--- config.mk ---
export PLATFORM = sky130hd
export DESIGN_NAME = aabb_contact_pushback_core_flat
export DESIGN_NICKNAME = d
export VERILOG_FILES = /design/src/design/acp_pkg.sv /design/src/design/acp_if.sv /design/src/design/acp_front.sv /design/src/design/acp_queue.sv /design/src/design/acp_back.sv /design/src/design/aabb_contact_pushback_core.sv /design/src/flat_wrapper.sv
export SDC_FILE = /design/constraint.sdc
export NUM_CORES = 2
export LEC_CHECK = 0
export BUFFER_PORTS_ARGS = -buffer_cell sky130_fd_sc_hd__buf_2
export CAP_MARGIN = 20
export CORE_MARGIN = 4
export CORE_UTILIZATION = 50
export DETAILED_ROUTE_END_ITERATION = 10
export PLACE_DENSITY = 0.67
export RECOVER_POWER = 25
export SYNTH_ARGS = -nofsm -noshare
export SYNTH_HDL_FRONTEND = slang
export SYNTH_SLANG_ARGS = --single-unit
--- constraint.sdc ---
create_clock -name clock -period 33.8 [get_ports clock]
set_clock_uncertainty 0.05 [all_clocks]
set_input_delay 0 -clock clock [delete_from_list [all_inputs] [get_ports clock]]
set_output_delay 0 -clock clock [all_outputs]
set_load 0.01 [all_outputs]
--- src/design/acp_pkg.sv ---
// Shared types and constants for the AABB contact and pushback core.
`timescale 1ns / 1ps

package acp_pkg;

   localparam int COORD_BITS     = 16;
   localparam int DAMP_FRAC_BITS = 8;
   localparam int DAMP_BITS      = DAMP_FRAC_BITS + 1;
   localparam int CSR_IDX_BITS   = 2;
   localparam int CSR_DATA_BITS  = DAMP_BITS;
   localparam int FLAG_BITS      = 8;
   localparam int QUEUE_DEPTH    = 2;
   localparam int QPTR_BITS      = $clog2(QUEUE_DEPTH);
   localparam int QCNT_BITS      = $clog2(QUEUE_DEPTH + 1);

   localparam logic [CSR_IDX_BITS-1:0] CSR_SELF_EN     = CSR_IDX_BITS'(0);
   localparam logic [CSR_IDX_BITS-1:0] CSR_DAMPING     = CSR_IDX_BITS'(1);
   localparam logic [CSR_IDX_BITS-1:0] CSR_CORNER_PREF = CSR_IDX_BITS'(2);

   localparam logic [DAMP_BITS-1:0] DAMP_ONE = DAMP_BITS'(1 << DAMP_FRAC_BITS);

   localparam logic [1:0] PREF_X = 2'd0;
   localparam logic [1:0] PREF_Y = 2'd1;

   typedef enum logic [1:0] {
      OP_BEGIN = 2'd0,
      OP_HIT   = 2'd1,
      OP_PUSH  = 2'd2,
      OP_FINAL = 2'd3
   } op_type;

   typedef logic signed [COORD_BITS-1:0] coord_type;
   typedef logic signed [COORD_BITS:0]   span_type;

   typedef struct packed {
      op_type    opcode;
      coord_type left;
      coord_type right;
      coord_type top;
      coord_type bottom;
      logic      vx_pos;
      logic      vy_pos;
      logic      opp_en;
      span_type  width;
      span_type  height;
   } item_type;

   typedef struct packed {
      logic                 self_en;
      logic [DAMP_BITS-1:0] damping;
      logic [1:0]           pref;
   } cfg_type;

endpackage

--- src/design/acp_if.sv ---
// Handshake interfaces for the request, response and register write channels.
`timescale 1ns / 1ps

interface acp_req_if import acp_pkg::*; ();
   logic                  valid;
   logic                  ready;
   logic [1:0]            opcode;
   logic [COORD_BITS-1:0] box_left;
   logic [COORD_BITS-1:0] box_right;
   logic [COORD_BITS-1:0] box_top;
   logic [COORD_BITS-1:0] box_bottom;
   logic                  vx_positive;
   logic                  vy_positive;
   logic                  opp_enabled;

   modport source (output valid, opcode, box_left, box_right, box_top, box_bottom,
                   vx_positive, vy_positive, opp_enabled, input ready);
   modport sink (input valid, opcode, box_left, box_right, box_top, box_bottom,
                 vx_positive, vy_positive, opp_enabled, output ready);
endinterface

interface acp_rsp_if import acp_pkg::*; ();
   logic                  valid;
   logic                  ready;
   logic                  hit;
   logic [FLAG_BITS-1:0]  contact_flags;
   logic [COORD_BITS-1:0] pushback_x;
   logic [COORD_BITS-1:0] pushback_y;
   logic [COORD_BITS-1:0] overlap_peak_x;
   logic [COORD_BITS-1:0] overlap_peak_y;
   logic                  fully_blocked;
   logic                  skipped_unsupported;

   modport source (output valid, hit, contact_flags, pushback_x, pushback_y,
                   overlap_peak_x, overlap_peak_y, fully_blocked, skipped_unsupported,
                   input ready);
   modport sink (input valid, hit, contact_flags, pushback_x, pushback_y,
                 overlap_peak_x, overlap_peak_y, fully_blocked, skipped_unsupported,
                 output ready);
endinterface

interface acp_csr_if import acp_pkg::*; ();
   logic                     valid;
   logic                     ready;
   logic [CSR_IDX_BITS-1:0]  index;
   logic [CSR_DATA_BITS-1:0] data;

   modport source (output valid, index, data, input ready);
   modport sink (input valid, index, data, output ready);
endinterface

--- src/design/acp_front.sv ---
// Front end: request intake, opcode decode, opponent size and register file.
`timescale 1ns / 1ps

module acp_front import acp_pkg::*; (
   input  logic      clock,
   input  logic      reset,
   acp_req_if.sink   req_port,
   acp_csr_if.sink   csr_port,
   input  logic      queue_full,
   output logic      push,
   output item_type  item,
   output cfg_type   cfg
);

   logic                 self_en_ff, self_en_in;
   logic [DAMP_BITS-1:0] damping_ff, damping_in;
   logic [1:0]           pref_ff, pref_in;
   logic                 csr_write;

   assign req_port.ready = !queue_full;
   assign push           = req_port.valid && !queue_full;

   always_comb begin
      item.opcode = op_type'(req_port.opcode);
      item.left   = coord_type'(req_port.box_left);
      item.right  = coord_type'(req_port.box_right);
      item.top    = coord_type'(req_port.box_top);
      item.bottom = coord_type'(req_port.box_bottom);
      item.vx_pos = req_port.vx_positive;
      item.vy_pos = req_port.vy_positive;
      item.opp_en = req_port.opp_enabled;
      item.width  = span_type'(item.right) - span_type'(item.left);
      item.height = span_type'(item.bottom) - span_type'(item.top);
   end

   assign csr_port.ready = 1'b1;
   assign csr_write      = csr_port.valid;

   always_comb begin
      self_en_in = self_en_ff;
      damping_in = damping_ff;
      pref_in    = pref_ff;
      if (csr_write) begin
         case (csr_port.index)
            CSR_SELF_EN:     self_en_in = csr_port.data[0];
            CSR_DAMPING:     damping_in = csr_port.data[DAMP_BITS-1:0];
            CSR_CORNER_PREF: pref_in    = csr_port.data[1:0];
            default:         ;
         endcase
      end
   end

   always_ff @(posedge clock) begin
      if (reset) begin
         self_en_ff <= 1'b1;
         damping_ff <= DAMP_ONE;
         pref_ff    <= PREF_X;
      end else begin
         self_en_ff <= self_en_in;
         damping_ff <= damping_in;
         pref_ff    <= pref_in;
      end
   end

   assign cfg.self_en = self_en_ff;
   assign cfg.damping = damping_ff;
   assign cfg.pref    = pref_ff;

endmodule

--- src/design/acp_queue.sv ---
// Short FIFO between the front end and the execution back end.
`timescale 1ns / 1ps

module acp_queue import acp_pkg::*; (
   input  logic     clock,
   input  logic     reset,
   input  logic     push,
   input  item_type push_item,
   input  logic     pop,
   output logic     not_empty,
   output logic     full,
   output item_type head
);

   item_type               entry_ff [QUEUE_DEPTH];
   logic [QPTR_BITS-1:0]   wr_ptr_ff, wr_ptr_in;
   logic [QPTR_BITS-1:0]   rd_ptr_ff, rd_ptr_in;
   logic [QCNT_BITS-1:0]   count_ff, count_in;

   assign not_empty = (count_ff != '0);
   assign full      = (count_ff == QCNT_BITS'(QUEUE_DEPTH));
   assign head      = entry_ff[rd_ptr_ff];

   always_comb begin
      wr_ptr_in = wr_ptr_ff;
      rd_ptr_in = rd_ptr_ff;
      count_in  = count_ff;
      if (push) begin
         wr_ptr_in = (wr_ptr_ff == QPTR_BITS'(QUEUE_DEPTH - 1)) ? '0 : wr_ptr_ff + 1'b1;
      end
      if (pop) begin
         rd_ptr_in = (rd_ptr_ff == QPTR_BITS'(QUEUE_DEPTH - 1)) ? '0 : rd_ptr_ff + 1'b1;
      end
      if (push && !pop) begin
         count_in = count_ff + 1'b1;
      end else if (pop && !push) begin
         count_in = count_ff - 1'b1;
      end
   end

   always_ff @(posedge clock) begin
      if (reset) begin
         wr_ptr_ff <= '0;
         rd_ptr_ff <= '0;
         count_ff  <= '0;
      end else begin
         wr_ptr_ff <= wr_ptr_in;
         rd_ptr_ff <= rd_ptr_in;
         count_ff  <= count_in;
      end
   end

   always_ff @(posedge clock) begin
      if (push) begin
         entry_ff[wr_ptr_ff] <= push_item;
      end
   end

endmodule

--- src/design/acp_back.sv ---
// Back end: contact flags, damped pushback and frame state, response register.
`timescale 1ns / 1ps

module acp_back import acp_pkg::*; (
   input  logic     clock,
   input  logic     reset,
   input  logic     item_valid,
   input  item_type item,
   input  cfg_type  cfg,
   output logic     pop,
   acp_rsp_if.source rsp_port
);

   localparam logic [3:0] CRN_LT = 4'b0001;
   localparam logic [3:0] CRN_RT = 4'b0010;
   localparam logic [3:0] CRN_LB = 4'b0100;
   localparam logic [3:0] CRN_RB = 4'b1000;
   localparam int F_LT = 0;
   localparam int F_RT = 1;
   localparam int F_LB = 2;
   localparam int F_RB = 3;
   localparam int F_L  = 4;
   localparam int F_R  = 5;
   localparam int F_T  = 6;
   localparam int F_B  = 7;
   localparam coord_type PUSH_MAX = {1'b0, {(COORD_BITS-1){1'b1}}};

   typedef logic signed [COORD_BITS+1:0] ovl_type;

   function automatic logic in_box(input coord_type px, input coord_type py,
                                   input coord_type l, input coord_type r,
                                   input coord_type t, input coord_type b);
      return (l <= px) && (px <= r) && (t <= py) && (py <= b);
   endfunction

   function automatic logic [COORD_BITS-1:0] sat_overlap(input coord_type hi,
                                                         input coord_type lo);
      ovl_type d;
      d = ovl_type'(hi) - ovl_type'(lo) + ovl_type'(1);
      if (d[COORD_BITS+1]) begin
         return '0;
      end else if (d[COORD_BITS]) begin
         return '1;
      end
      return d[COORD_BITS-1:0];
   endfunction

   function automatic coord_type damped(input logic [COORD_BITS-1:0] o,
                                        input logic [DAMP_BITS-1:0] damp);
      logic [COORD_BITS+DAMP_BITS-1:0] p;
      logic [COORD_BITS:0]             sh;
      p  = o * damp;
      sh = p[COORD_BITS+DAMP_BITS-1:DAMP_FRAC_BITS];
      if (sh[COORD_BITS] || sh[COORD_BITS-1]) begin
         return PUSH_MAX;
      end
      return coord_type'(sh[COORD_BITS-1:0]);
   endfunction

   // neg = 0 keeps the largest positive value, neg = 1 the most negative
   function automatic coord_type keep(input coord_type dst, input coord_type v,
                                      input logic neg);
      if (!neg) begin
         return (v > 0 && dst < v) ? v : dst;
      end
      return (v < 0 && dst > v) ? v : dst;
   endfunction

   coord_type                 self_left_ff, self_left_in;
   coord_type                 self_right_ff, self_right_in;
   coord_type                 self_top_ff, self_top_in;
   coord_type                 self_bottom_ff, self_bottom_in;
   logic                      self_vx_pos_ff, self_vx_pos_in;
   logic                      self_vy_pos_ff, self_vy_pos_in;
   logic [FLAG_BITS-1:0]      flags_ff, flags_in;
   coord_type                 push_x_ff, push_x_in;
   coord_type                 push_y_ff, push_y_in;
   logic [COORD_BITS-1:0]     peak_x_ff, peak_x_in;
   logic [COORD_BITS-1:0]     peak_y_ff, peak_y_in;

   logic                      rsp_valid_ff, rsp_valid_in;
   logic                      rsp_hit_ff, rsp_hit_in;
   logic                      rsp_skip_ff, rsp_skip_in;

   logic                      fire;
   logic                      overlap;
   logic [FLAG_BITS-1:0]      contact;
   logic [3:0]                corners;
   logic [COORD_BITS-1:0]     ox, oy;
   coord_type                 nx, ny;
   logic                      self_too_big;
   logic                      corner_kind;
   logic                      sx_neg, sy_neg;
   coord_type                 kx, ky;

   assign fire = item_valid && (!rsp_valid_ff || rsp_port.ready);
   assign pop  = fire;

   assign overlap = (self_left_ff <= item.right) && (item.left <= self_right_ff) &&
                    (self_top_ff <= item.bottom) && (item.top <= self_bottom_ff);

   always_comb begin
      contact = '0;
      if (in_box(self_left_ff, self_top_ff, item.left, item.right, item.top,
                 item.bottom)) begin
         contact[F_LT] = 1'b1; contact[F_L] = 1'b1; contact[F_T] = 1'b1;
      end
      if (in_box(self_right_ff, self_top_ff, item.left, item.right, item.top,
                 item.bottom)) begin
         contact[F_RT] = 1'b1; contact[F_R] = 1'b1; contact[F_T] = 1'b1;
      end
      if (in_box(self_left_ff, self_bottom_ff, item.left, item.right, item.top,
                 item.bottom)) begin
         contact[F_LB] = 1'b1; contact[F_L] = 1'b1; contact[F_B] = 1'b1;
      end
      if (in_box(self_right_ff, self_bottom_ff, item.left, item.right, item.top,
                 item.bottom)) begin
         contact[F_RB] = 1'b1; contact[F_R] = 1'b1; contact[F_B] = 1'b1;
      end
      // opponent lies strictly inside self vertically: side edges only
      if (self_top_ff < item.top && item.bottom < self_bottom_ff) begin
         if (item.left <= self_left_ff && self_left_ff <= item.right) contact[F_L] = 1'b1;
         if (item.left <= self_right_ff && self_right_ff <= item.right) contact[F_R] = 1'b1;
      end
      if (self_left_ff < item.left && item.right < self_right_ff) begin
         if (item.top <= self_top_ff && self_top_ff <= item.bottom) contact[F_T] = 1'b1;
         if (item.top <= self_bottom_ff && self_bottom_ff <= item.bottom) contact[F_B] = 1'b1;
      end
   end

   assign self_too_big =
      ((span_type'(self_right_ff) - span_type'(self_left_ff)) > item.width) ||
      ((span_type'(self_bottom_ff) - span_type'(self_top_ff)) > item.height);

   assign ox = sat_overlap((self_right_ff < item.right) ? self_right_ff : item.right,
                           (self_left_ff > item.left) ? self_left_ff : item.left);
   assign oy = sat_overlap((self_bottom_ff < item.bottom) ? self_bottom_ff : item.bottom,
                           (self_top_ff > item.top) ? self_top_ff : item.top);

   always_comb begin
      kx = damped(ox, cfg.damping);
      ky = damped(oy, cfg.damping);
      nx = (item.left <= self_right_ff && self_right_ff < item.right) ? -kx : kx;
      ny = (item.top <= self_bottom_ff && self_bottom_ff < item.bottom) ? -ky : ky;
   end

   assign corners = flags_ff[3:0];

   always_comb begin
      self_left_in   = self_left_ff;
      self_right_in  = self_right_ff;
      self_top_in    = self_top_ff;
      self_bottom_in = self_bottom_ff;
      self_vx_pos_in = self_vx_pos_ff;
      self_vy_pos_in = self_vy_pos_ff;
      flags_in       = flags_ff;
      push_x_in      = push_x_ff;
      push_y_in      = push_y_ff;
      peak_x_in      = peak_x_ff;
      peak_y_in      = peak_y_ff;
      rsp_hit_in     = 1'b0;
      rsp_skip_in    = 1'b0;
      corner_kind    = 1'b0;
      sx_neg         = 1'b0;
      sy_neg         = 1'b0;

      case (item.opcode)
         OP_BEGIN: begin
            self_left_in   = item.left;
            self_right_in  = item.right;
            self_top_in    = item.top;
            self_bottom_in = item.bottom;
            self_vx_pos_in = item.vx_pos;
            self_vy_pos_in = item.vy_pos;
            flags_in       = '0;
            push_x_in      = '0;
            push_y_in      = '0;
            peak_x_in      = '0;
            peak_y_in      = '0;
         end
         OP_HIT: begin
            if (cfg.self_en && item.opp_en && overlap) begin
               rsp_hit_in = 1'b1;
               flags_in   = flags_ff | contact;
            end
         end
         OP_PUSH: begin
            if (self_too_big) begin
               rsp_skip_in = 1'b1;
            end else if (overlap) begin
               if (ox > peak_x_ff) peak_x_in = ox;
               if (oy > peak_y_ff) peak_y_in = oy;
               case (corners)
                  CRN_LT, CRN_LT | CRN_RT | CRN_LB: begin
                     corner_kind = 1'b1; sx_neg = 1'b0; sy_neg = 1'b0;
                  end
                  CRN_RT, CRN_LT | CRN_RT | CRN_RB: begin
                     corner_kind = 1'b1; sx_neg = 1'b1; sy_neg = 1'b0;
                  end
                  CRN_RB, CRN_RT | CRN_LB | CRN_RB: begin
                     corner_kind = 1'b1; sx_neg = 1'b1; sy_neg = 1'b1;
                  end
                  CRN_LB, CRN_LT | CRN_LB | CRN_RB: begin
                     corner_kind = 1'b1; sx_neg = 1'b0; sy_neg = 1'b1;
                  end
                  CRN_LT | CRN_RT: push_y_in = keep(push_y_ff, ny, 1'b0);
                  CRN_RT | CRN_RB: push_x_in = keep(push_x_ff, nx, 1'b1);
                  CRN_LB | CRN_RB: push_y_in = keep(push_y_ff, ny, 1'b1);
                  CRN_LT | CRN_LB: push_x_in = keep(push_x_ff, nx, 1'b0);
                  CRN_RT | CRN_LB, CRN_LT | CRN_RB: begin
                     push_x_in = keep(push_x_ff, nx, self_vx_pos_ff);
                     push_y_in = keep(push_y_ff, ny, self_vy_pos_ff);
                  end
                  default: ;
               endcase
               if (corner_kind) begin
                  if (ox < oy || (ox == oy && cfg.pref == PREF_X)) begin
                     push_x_in = keep(push_x_ff, nx, sx_neg);
                  end else if (ox > oy || (ox == oy && cfg.pref == PREF_Y)) begin
                     push_y_in = keep(push_y_ff, ny, sy_neg);
                  end else begin
                     push_x_in = keep(push_x_ff, nx, sx_neg);
                     push_y_in = keep(push_y_ff, ny, sy_neg);
                  end
               end
            end
         end
         OP_FINAL: begin
            case (corners)
               CRN_LT | CRN_RT, CRN_LB | CRN_RB: push_x_in = '0;
               CRN_RT | CRN_RB, CRN_LT | CRN_LB: push_y_in = '0;
               default: ;
            endcase
         end
         default: ;
      endcase
   end

   assign rsp_valid_in = fire || (rsp_valid_ff && !rsp_port.ready);

   always_ff @(posedge clock) begin
      if (reset) begin
         self_left_ff   <= '0;
         self_right_ff  <= '0;
         self_top_ff    <= '0;
         self_bottom_ff <= '0;
         self_vx_pos_ff <= 1'b0;
         self_vy_pos_ff <= 1'b0;
         flags_ff       <= '0;
         push_x_ff      <= '0;
         push_y_ff      <= '0;
         peak_x_ff      <= '0;
         peak_y_ff      <= '0;
         rsp_valid_ff   <= 1'b0;
      end else begin
         rsp_valid_ff <= rsp_valid_in;
         if (fire) begin
            self_left_ff   <= self_left_in;
            self_right_ff  <= self_right_in;
            self_top_ff    <= self_top_in;
            self_bottom_ff <= self_bottom_in;
            self_vx_pos_ff <= self_vx_pos_in;
            self_vy_pos_ff <= self_vy_pos_in;
            flags_ff       <= flags_in;
            push_x_ff      <= push_x_in;
            push_y_ff      <= push_y_in;
            peak_x_ff      <= peak_x_in;
            peak_y_ff      <= peak_y_in;
         end
      end
   end

   always_ff @(posedge clock) begin
      if (fire) begin
         rsp_hit_ff  <= rsp_hit_in;
         rsp_skip_ff <= rsp_skip_in;
      end
   end

   // frame state doubles as the response payload, it only moves on fire
   assign rsp_port.valid               = rsp_valid_ff;
   assign rsp_port.hit                 = rsp_hit_ff;
   assign rsp_port.contact_flags       = flags_ff;
   assign rsp_port.pushback_x          = push_x_ff;
   assign rsp_port.pushback_y          = push_y_ff;
   assign rsp_port.overlap_peak_x      = peak_x_ff;
   assign rsp_port.overlap_peak_y      = peak_y_ff;
   assign rsp_port.fully_blocked       = &flags_ff[3:0];
   assign rsp_port.skipped_unsupported = rsp_skip_ff;

endmodule

--- src/design/aabb_contact_pushback_core.sv ---
// AABB contact and pushback core: top level.
`timescale 1ns / 1ps

// Resolves box contacts per frame: begin, hit test, pushback and finalize
// transactions, one response per request. A request is accepted every cycle
// while the two-entry request queue has room. The back end takes one request
// per cycle from the queue head while the output register is free or being
// taken, runs it on the frame state left by the previous one and registers
// its response; the sustained rate of one transaction per cycle is set by how
// fast the response side takes results. Register writes take effect the cycle
// after the write and are meant to happen while no request is outstanding.
module aabb_contact_pushback_core import acp_pkg::*; (
   input  logic      clock,
   input  logic      reset,
   acp_req_if.sink   req_port,
   acp_rsp_if.source rsp_port,
   acp_csr_if.sink   csr_port
);

   logic     push;
   logic     pop;
   logic     queue_full;
   logic     queue_not_empty;
   item_type front_item;
   item_type head_item;
   cfg_type  cfg;

   acp_front u_front (
      .clock      (clock),
      .reset      (reset),
      .req_port   (req_port),
      .csr_port   (csr_port),
      .queue_full (queue_full),
      .push       (push),
      .item       (front_item),
      .cfg        (cfg)
   );

   acp_queue u_queue (
      .clock     (clock),
      .reset     (reset),
      .push      (push),
      .push_item (front_item),
      .pop       (pop),
      .not_empty (queue_not_empty),
      .full      (queue_full),
      .head      (head_item)
   );

   acp_back u_back (
      .clock      (clock),
      .reset      (reset),
      .item_valid (queue_not_empty),
      .item       (head_item),
      .cfg        (cfg),
      .pop        (pop),
      .rsp_port   (rsp_port)
   );

endmodule

--- src/flat_wrapper.sv ---
// flat-port wrapper written by rule: the top's interface ports become plain ports
module aabb_contact_pushback_core_flat import acp_pkg::*;
  (clock, reset, req_port_valid, req_port_opcode, req_port_box_left, req_port_box_right, req_port_box_top, req_port_box_bottom, req_port_vx_positive, req_port_vy_positive, req_port_opp_enabled, req_port_ready, rsp_port_valid, rsp_port_hit, rsp_port_contact_flags, rsp_port_pushback_x, rsp_port_pushback_y, rsp_port_overlap_peak_x, rsp_port_overlap_peak_y, rsp_port_fully_blocked, rsp_port_skipped_unsupported, rsp_port_ready, csr_port_valid, csr_port_index, csr_port_data, csr_port_ready);
  acp_req_if req_port_i ();
  acp_rsp_if rsp_port_i ();
  acp_csr_if csr_port_i ();
  input  logic clock;
  input  logic reset;
  input wire logic [$bits(req_port_i.valid)-1:0] req_port_valid;
  input wire logic [$bits(req_port_i.opcode)-1:0] req_port_opcode;
  input wire logic [$bits(req_port_i.box_left)-1:0] req_port_box_left;
  input wire logic [$bits(req_port_i.box_right)-1:0] req_port_box_right;
  input wire logic [$bits(req_port_i.box_top)-1:0] req_port_box_top;
  input wire logic [$bits(req_port_i.box_bottom)-1:0] req_port_box_bottom;
  input wire logic [$bits(req_port_i.vx_positive)-1:0] req_port_vx_positive;
  input wire logic [$bits(req_port_i.vy_positive)-1:0] req_port_vy_positive;
  input wire logic [$bits(req_port_i.opp_enabled)-1:0] req_port_opp_enabled;
  output wire logic [$bits(req_port_i.ready)-1:0] req_port_ready;
  output wire logic [$bits(rsp_port_i.valid)-1:0] rsp_port_valid;
  output wire logic [$bits(rsp_port_i.hit)-1:0] rsp_port_hit;
  output wire logic [$bits(rsp_port_i.contact_flags)-1:0] rsp_port_contact_flags;
  output wire logic [$bits(rsp_port_i.pushback_x)-1:0] rsp_port_pushback_x;
  output wire logic [$bits(rsp_port_i.pushback_y)-1:0] rsp_port_pushback_y;
  output wire logic [$bits(rsp_port_i.overlap_peak_x)-1:0] rsp_port_overlap_peak_x;
  output wire logic [$bits(rsp_port_i.overlap_peak_y)-1:0] rsp_port_overlap_peak_y;
  output wire logic [$bits(rsp_port_i.fully_blocked)-1:0] rsp_port_fully_blocked;
  output wire logic [$bits(rsp_port_i.skipped_unsupported)-1:0] rsp_port_skipped_unsupported;
  input wire logic [$bits(rsp_port_i.ready)-1:0] rsp_port_ready;
  input wire logic [$bits(csr_port_i.valid)-1:0] csr_port_valid;
  input wire logic [$bits(csr_port_i.index)-1:0] csr_port_index;
  input wire logic [$bits(csr_port_i.data)-1:0] csr_port_data;
  output wire logic [$bits(csr_port_i.ready)-1:0] csr_port_ready;
  assign req_port_i.valid = req_port_valid;
  assign req_port_i.opcode = req_port_opcode;
  assign req_port_i.box_left = req_port_box_left;
  assign req_port_i.box_right = req_port_box_right;
  assign req_port_i.box_top = req_port_box_top;
  assign req_port_i.box_bottom = req_port_box_bottom;
  assign req_port_i.vx_positive = req_port_vx_positive;
  assign req_port_i.vy_positive = req_port_vy_positive;
  assign req_port_i.opp_enabled = req_port_opp_enabled;
  assign req_port_ready = req_port_i.ready;
  assign rsp_port_valid = rsp_port_i.valid;
  assign rsp_port_hit = rsp_port_i.hit;
  assign rsp_port_contact_flags = rsp_port_i.contact_flags;
  assign rsp_port_pushback_x = rsp_port_i.pushback_x;
  assign rsp_port_pushback_y = rsp_port_i.pushback_y;
  assign rsp_port_overlap_peak_x = rsp_port_i.overlap_peak_x;
  assign rsp_port_overlap_peak_y = rsp_port_i.overlap_peak_y;
  assign rsp_port_fully_blocked = rsp_port_i.fully_blocked;
  assign rsp_port_skipped_unsupported = rsp_port_i.skipped_unsupported;
  assign rsp_port_i.ready = rsp_port_ready;
  assign csr_port_i.valid = csr_port_valid;
  assign csr_port_i.index = csr_port_index;
  assign csr_port_i.data = csr_port_data;
  assign csr_port_ready = csr_port_i.ready;
  aabb_contact_pushback_core u_core (.clock(clock), .reset(reset), .req_port(req_port_i), .rsp_port(rsp_port_i), .csr_port(csr_port_i));
endmodule
==> flow_metrics.py <==
metrics = {
    "route": {
        "avgRoutedWirePerCell_um": 18.4,
        "vias_per_cell": 5.71,
        "drtAntennaViolNets": 0,
        "vias": 29822,
        "first_pass_iters": 6,
        "drtIter0Drc": 2064,
        "wirelength_mm": 95.9,
        "drcViolationCount": 0,
    },
    "worst_setup_path": {
        "arrival_ns": 17.80,
        "rr_worst_depth": 65,
        "endpoint_kind": "register",
        "crit_path_max_incr_delay_ns": 0.82,
        "slowest_stage": "xor2_1",
        "rrSetupSlack_ns": 16.37,
        "reg2reg_to": "u_core.u_back.rsp_port.pushback_y[3]$_SDFFE_PP0P_",
        "cp-start-kind": "register",
        "worstSetupPathType": "register to register",
        "required_ns": 34.17,
        "cp_max_fo": 45,
    },
    "global_route": {
        "gr-usage-all-layers_pct": 24.6,
        "grt_antenna_before_repair": 0,
        "grt_first_pass_wirelength_mm": 156,
        "grt_overflow": 0,
        "grt_pass1_vias": 29492,
        "grt_start_max_net_pins": 113,
    },
    "hold_path": {
        "holdCritStartpoint": "req_port_vx_positive",
        "hold_end": "u_core.u_queue.entry_ff[0][36]$_DFFE_PP_",
        "hold_path.class": "primary input to register",
        "hold_depth": 2,
    },
    "synth": {
        "synth_top_cell_area_share_pct": 17.3,
        "synthTopCellsByArea": "edfxtp_1 17%, ha_1 16%, fa_1 11%, dfxtp_1 8.6%, inv_1 5.3%",
        "synthArstFlopShare_pct": 0,
        "synthCells": 4087,
        "yosys.area.top_type": "edfxtp_1",
        "syn_avg_cell_area_um2": 8.84,
        "synth_edf_count": 208,
        "yosys_register_bits": 364,
        "synth_cell_types": 101,
        "seq_area_frac_synth_pct": 25.9,
        "yosysWarnings": 0,
        "syn_nets": 4828,
        "synthFlopType": "edfxtp_1",
        "netlist_area_um2": 36100,
    },
    "placement": {
        "gp_congestion": 0.889,
        "dpl.hpwl_mm": 72.5,
        "dp_cells": 5055,
        "io_buffers": 161,
    },
    "clock_tree": {
        "worstSkewPairLatency_ns": 0.60,
        "cts_tree": "done",
        "clkTransAtPathRegs_ns": 0.06,
        "cts_root_buffer": "clkbuf_16",
        "hold_buffers": 84,
        "post_cts_resized": 0,
        "clockBufferDepth": 3,
        "cts.htree.levels": 2,
        "cts_setup_buffers": 0,
        "cts_num_sinks": 364,
        "cts_buffers": 43,
    },
    "cells_and_area": {
        "layout.cells.most_common": "inv_1",
        "layout_common_cells": "510 x inv_1, 454 x ha_1, 378 x nand2_1",
        "syn_to_final_growth_pct": 10.6,
        "layout.cells.non_filler": 5221,
        "antennaDiodeCount": 0,
        "nFillCells": 6542,
        "drive_gt1_share_pct": 5.83,
        "final_nets": 4977,
    },
    "sta": {
        "setup_viol_count_final": 0,
        "fin_tns_setup_ns": 0,
        "period_share_pct": 51.6,
        "fmax_ghz": 0.0574,
        "worst_slew_pin_slew_ns": 1.02,
        "hold_violations": 0,
        "slew_violations": 0,
        "period_minus_slack_ns": 17.43,
        "rsz0062_at_grt": "false",
        "max_slew_margin_pct": 31.8,
    },
    "floorplan": {
        "die-width_um": 277,
        "initial_core_util_pct": 50.5,
        "die-area_um2": 76600,
        "die_h_um": 277,
        "pin_count": 163,
        "fp.coreArea_um2": 71600,
        "num_rows": 98,
    },
    "run": {
        "maxCapViolations": 0,
    },
    "run_status": {
        "status": "finished clean",
    },
}
## worst max-delay path by stage
stage	start	slack [ns]	end	cells past startpoint
global route	register	14.99	u_core.u_back.rsp_port.pushback_y[4]$_SDFFE_PP0P_	65
detailed placement	register	16.56	u_core.u_back.rsp_port.pushback_y[4]$_SDFFE_PP0P_	65
finish	register	16.37	u_core.u_back.rsp_port.pushback_y[3]$_SDFFE_PP0P_	65
CTS	register	16.46	u_core.u_back.rsp_port.pushback_y[4]$_SDFFE_PP0P_	65
global placement	register	16.95	u_core.u_back.rsp_port.pushback_y[3]$_SDFFE_PP0P_	65
floorplan	register	18.30	u_core.u_back.rsp_port.pushback_y[10]$_SDFFE_PP0P_	74
## worst max-delay path: cells and delay by family, from the launching register on
kind            cells  cell delay (ns)
mux                 3             0.95
simple gates       16             3.47
fa+ha+maj          11             4.10
flops               1             0.72
compound gates     26             5.80
xor+xnor            1             0.82
buf+inv             8             1.31
## Yosys cell counts, drive strengths merged, types with 60 or more instances
| cell type | n |
|---|---|
| nand2 | 378 |
| mux2i | 136 |
| xnor2 | 60 |
| edfxtp | 208 |
| fa | 202 |
| o21a | 93 |
| o21ai | 162 |
| and2 | 120 |
| a211oi | 87 |
| inv | 510 |
| a21o | 73 |
| clkbuf | 155 |
| a21oi | 238 |
| nor2b | 62 |
| ha | 454 |
| dfxtp | 156 |
| nor2 | 294 |
## kinds of logic (layout without fill, tap and decap cells)
| logic type | Yosys count | in the layout | synth area share, % |
|---|---|---|---|
| simple gates | 1248 | 1248 | 17.0 |
| compound gates | 895 | 895 | 16.7 |
| buf+inv | 689 | 873 | 7.24 |
| fa+ha+maj | 659 | 659 | 27.0 |
| flops | 364 | 364 | 25.9 |
| mux | 147 | 147 | 4.12 |
| xor+xnor | 84 | 84 | 2.06 |
| other cells | 1 | 1 | 0.0104 |
## sequential cells by signal (all words and copies together), names as in the netlist, 2 cells and up, named ones only
| name | count |
|---|---|
| u_core.u_back.rsp_port.pushback_y | 16 |
| u_core.u_front.pref_ff | 2 |
| u_core.u_back.self_right_ff | 16 |
| u_core.u_back.rsp_port.pushback_x | 16 |
| u_core.u_back.self_top_ff | 16 |
| u_core.u_back.self_bottom_ff | 16 |
| u_core.u_back.self_left_ff | 16 |
| u_core.u_queue.entry_ff | 206 |
| u_core.u_queue.count_ff | 2 |
| u_core.u_front.damping_ff | 9 |
| u_core.u_back.rsp_port.overlap_peak_x | 16 |
| u_core.u_back.rsp_port.overlap_peak_y | 16 |
| u_core.u_back.rsp_port.contact_flags | 8 |
## metrics by stage
stage               cell area, um2  setup slack, ns  hold WS, ns  utilization (%)
detailed placement           37800            16.56        0.144             52.7
global route                 40000            14.99       0.0771             55.8
floorplan                    36100            18.30       0.0489                -
global placement             37700            16.95        0.142             52.7
CTS                          40000            16.46       0.0466             55.9
finish                       40000            16.37       0.0893             55.8
## layer usage
metal	wire length [um]	global-route usage [%]	share of wire, %	vias up
met1	44600	35.3	47	14319
met4	2520	6.40	2.6	0
met5	0	0	0	-
met2	43100	39.5	45	828
met3	5710	3.25	6.0	128
li1	-	-	-	14547
## cell type report
class | instances | area [um2] | share of cell area (%)
well taps | 950 | 1190 | 2.97
multi-input cells | 3034 | 24200 | 60.6
repair buffers | 283 | 1830 | 4.59
clock buffers | 53 | 1170 | 2.94
flip-flops and latches | 364 | 9380 | 23.5
clock inverters | 27 | 275 | 0.689
inverters | 510 | 1910 | 4.79
Power is not shown: default switching activity piles up to over one toggle a cycle in this logic, so the estimate is an artifact.
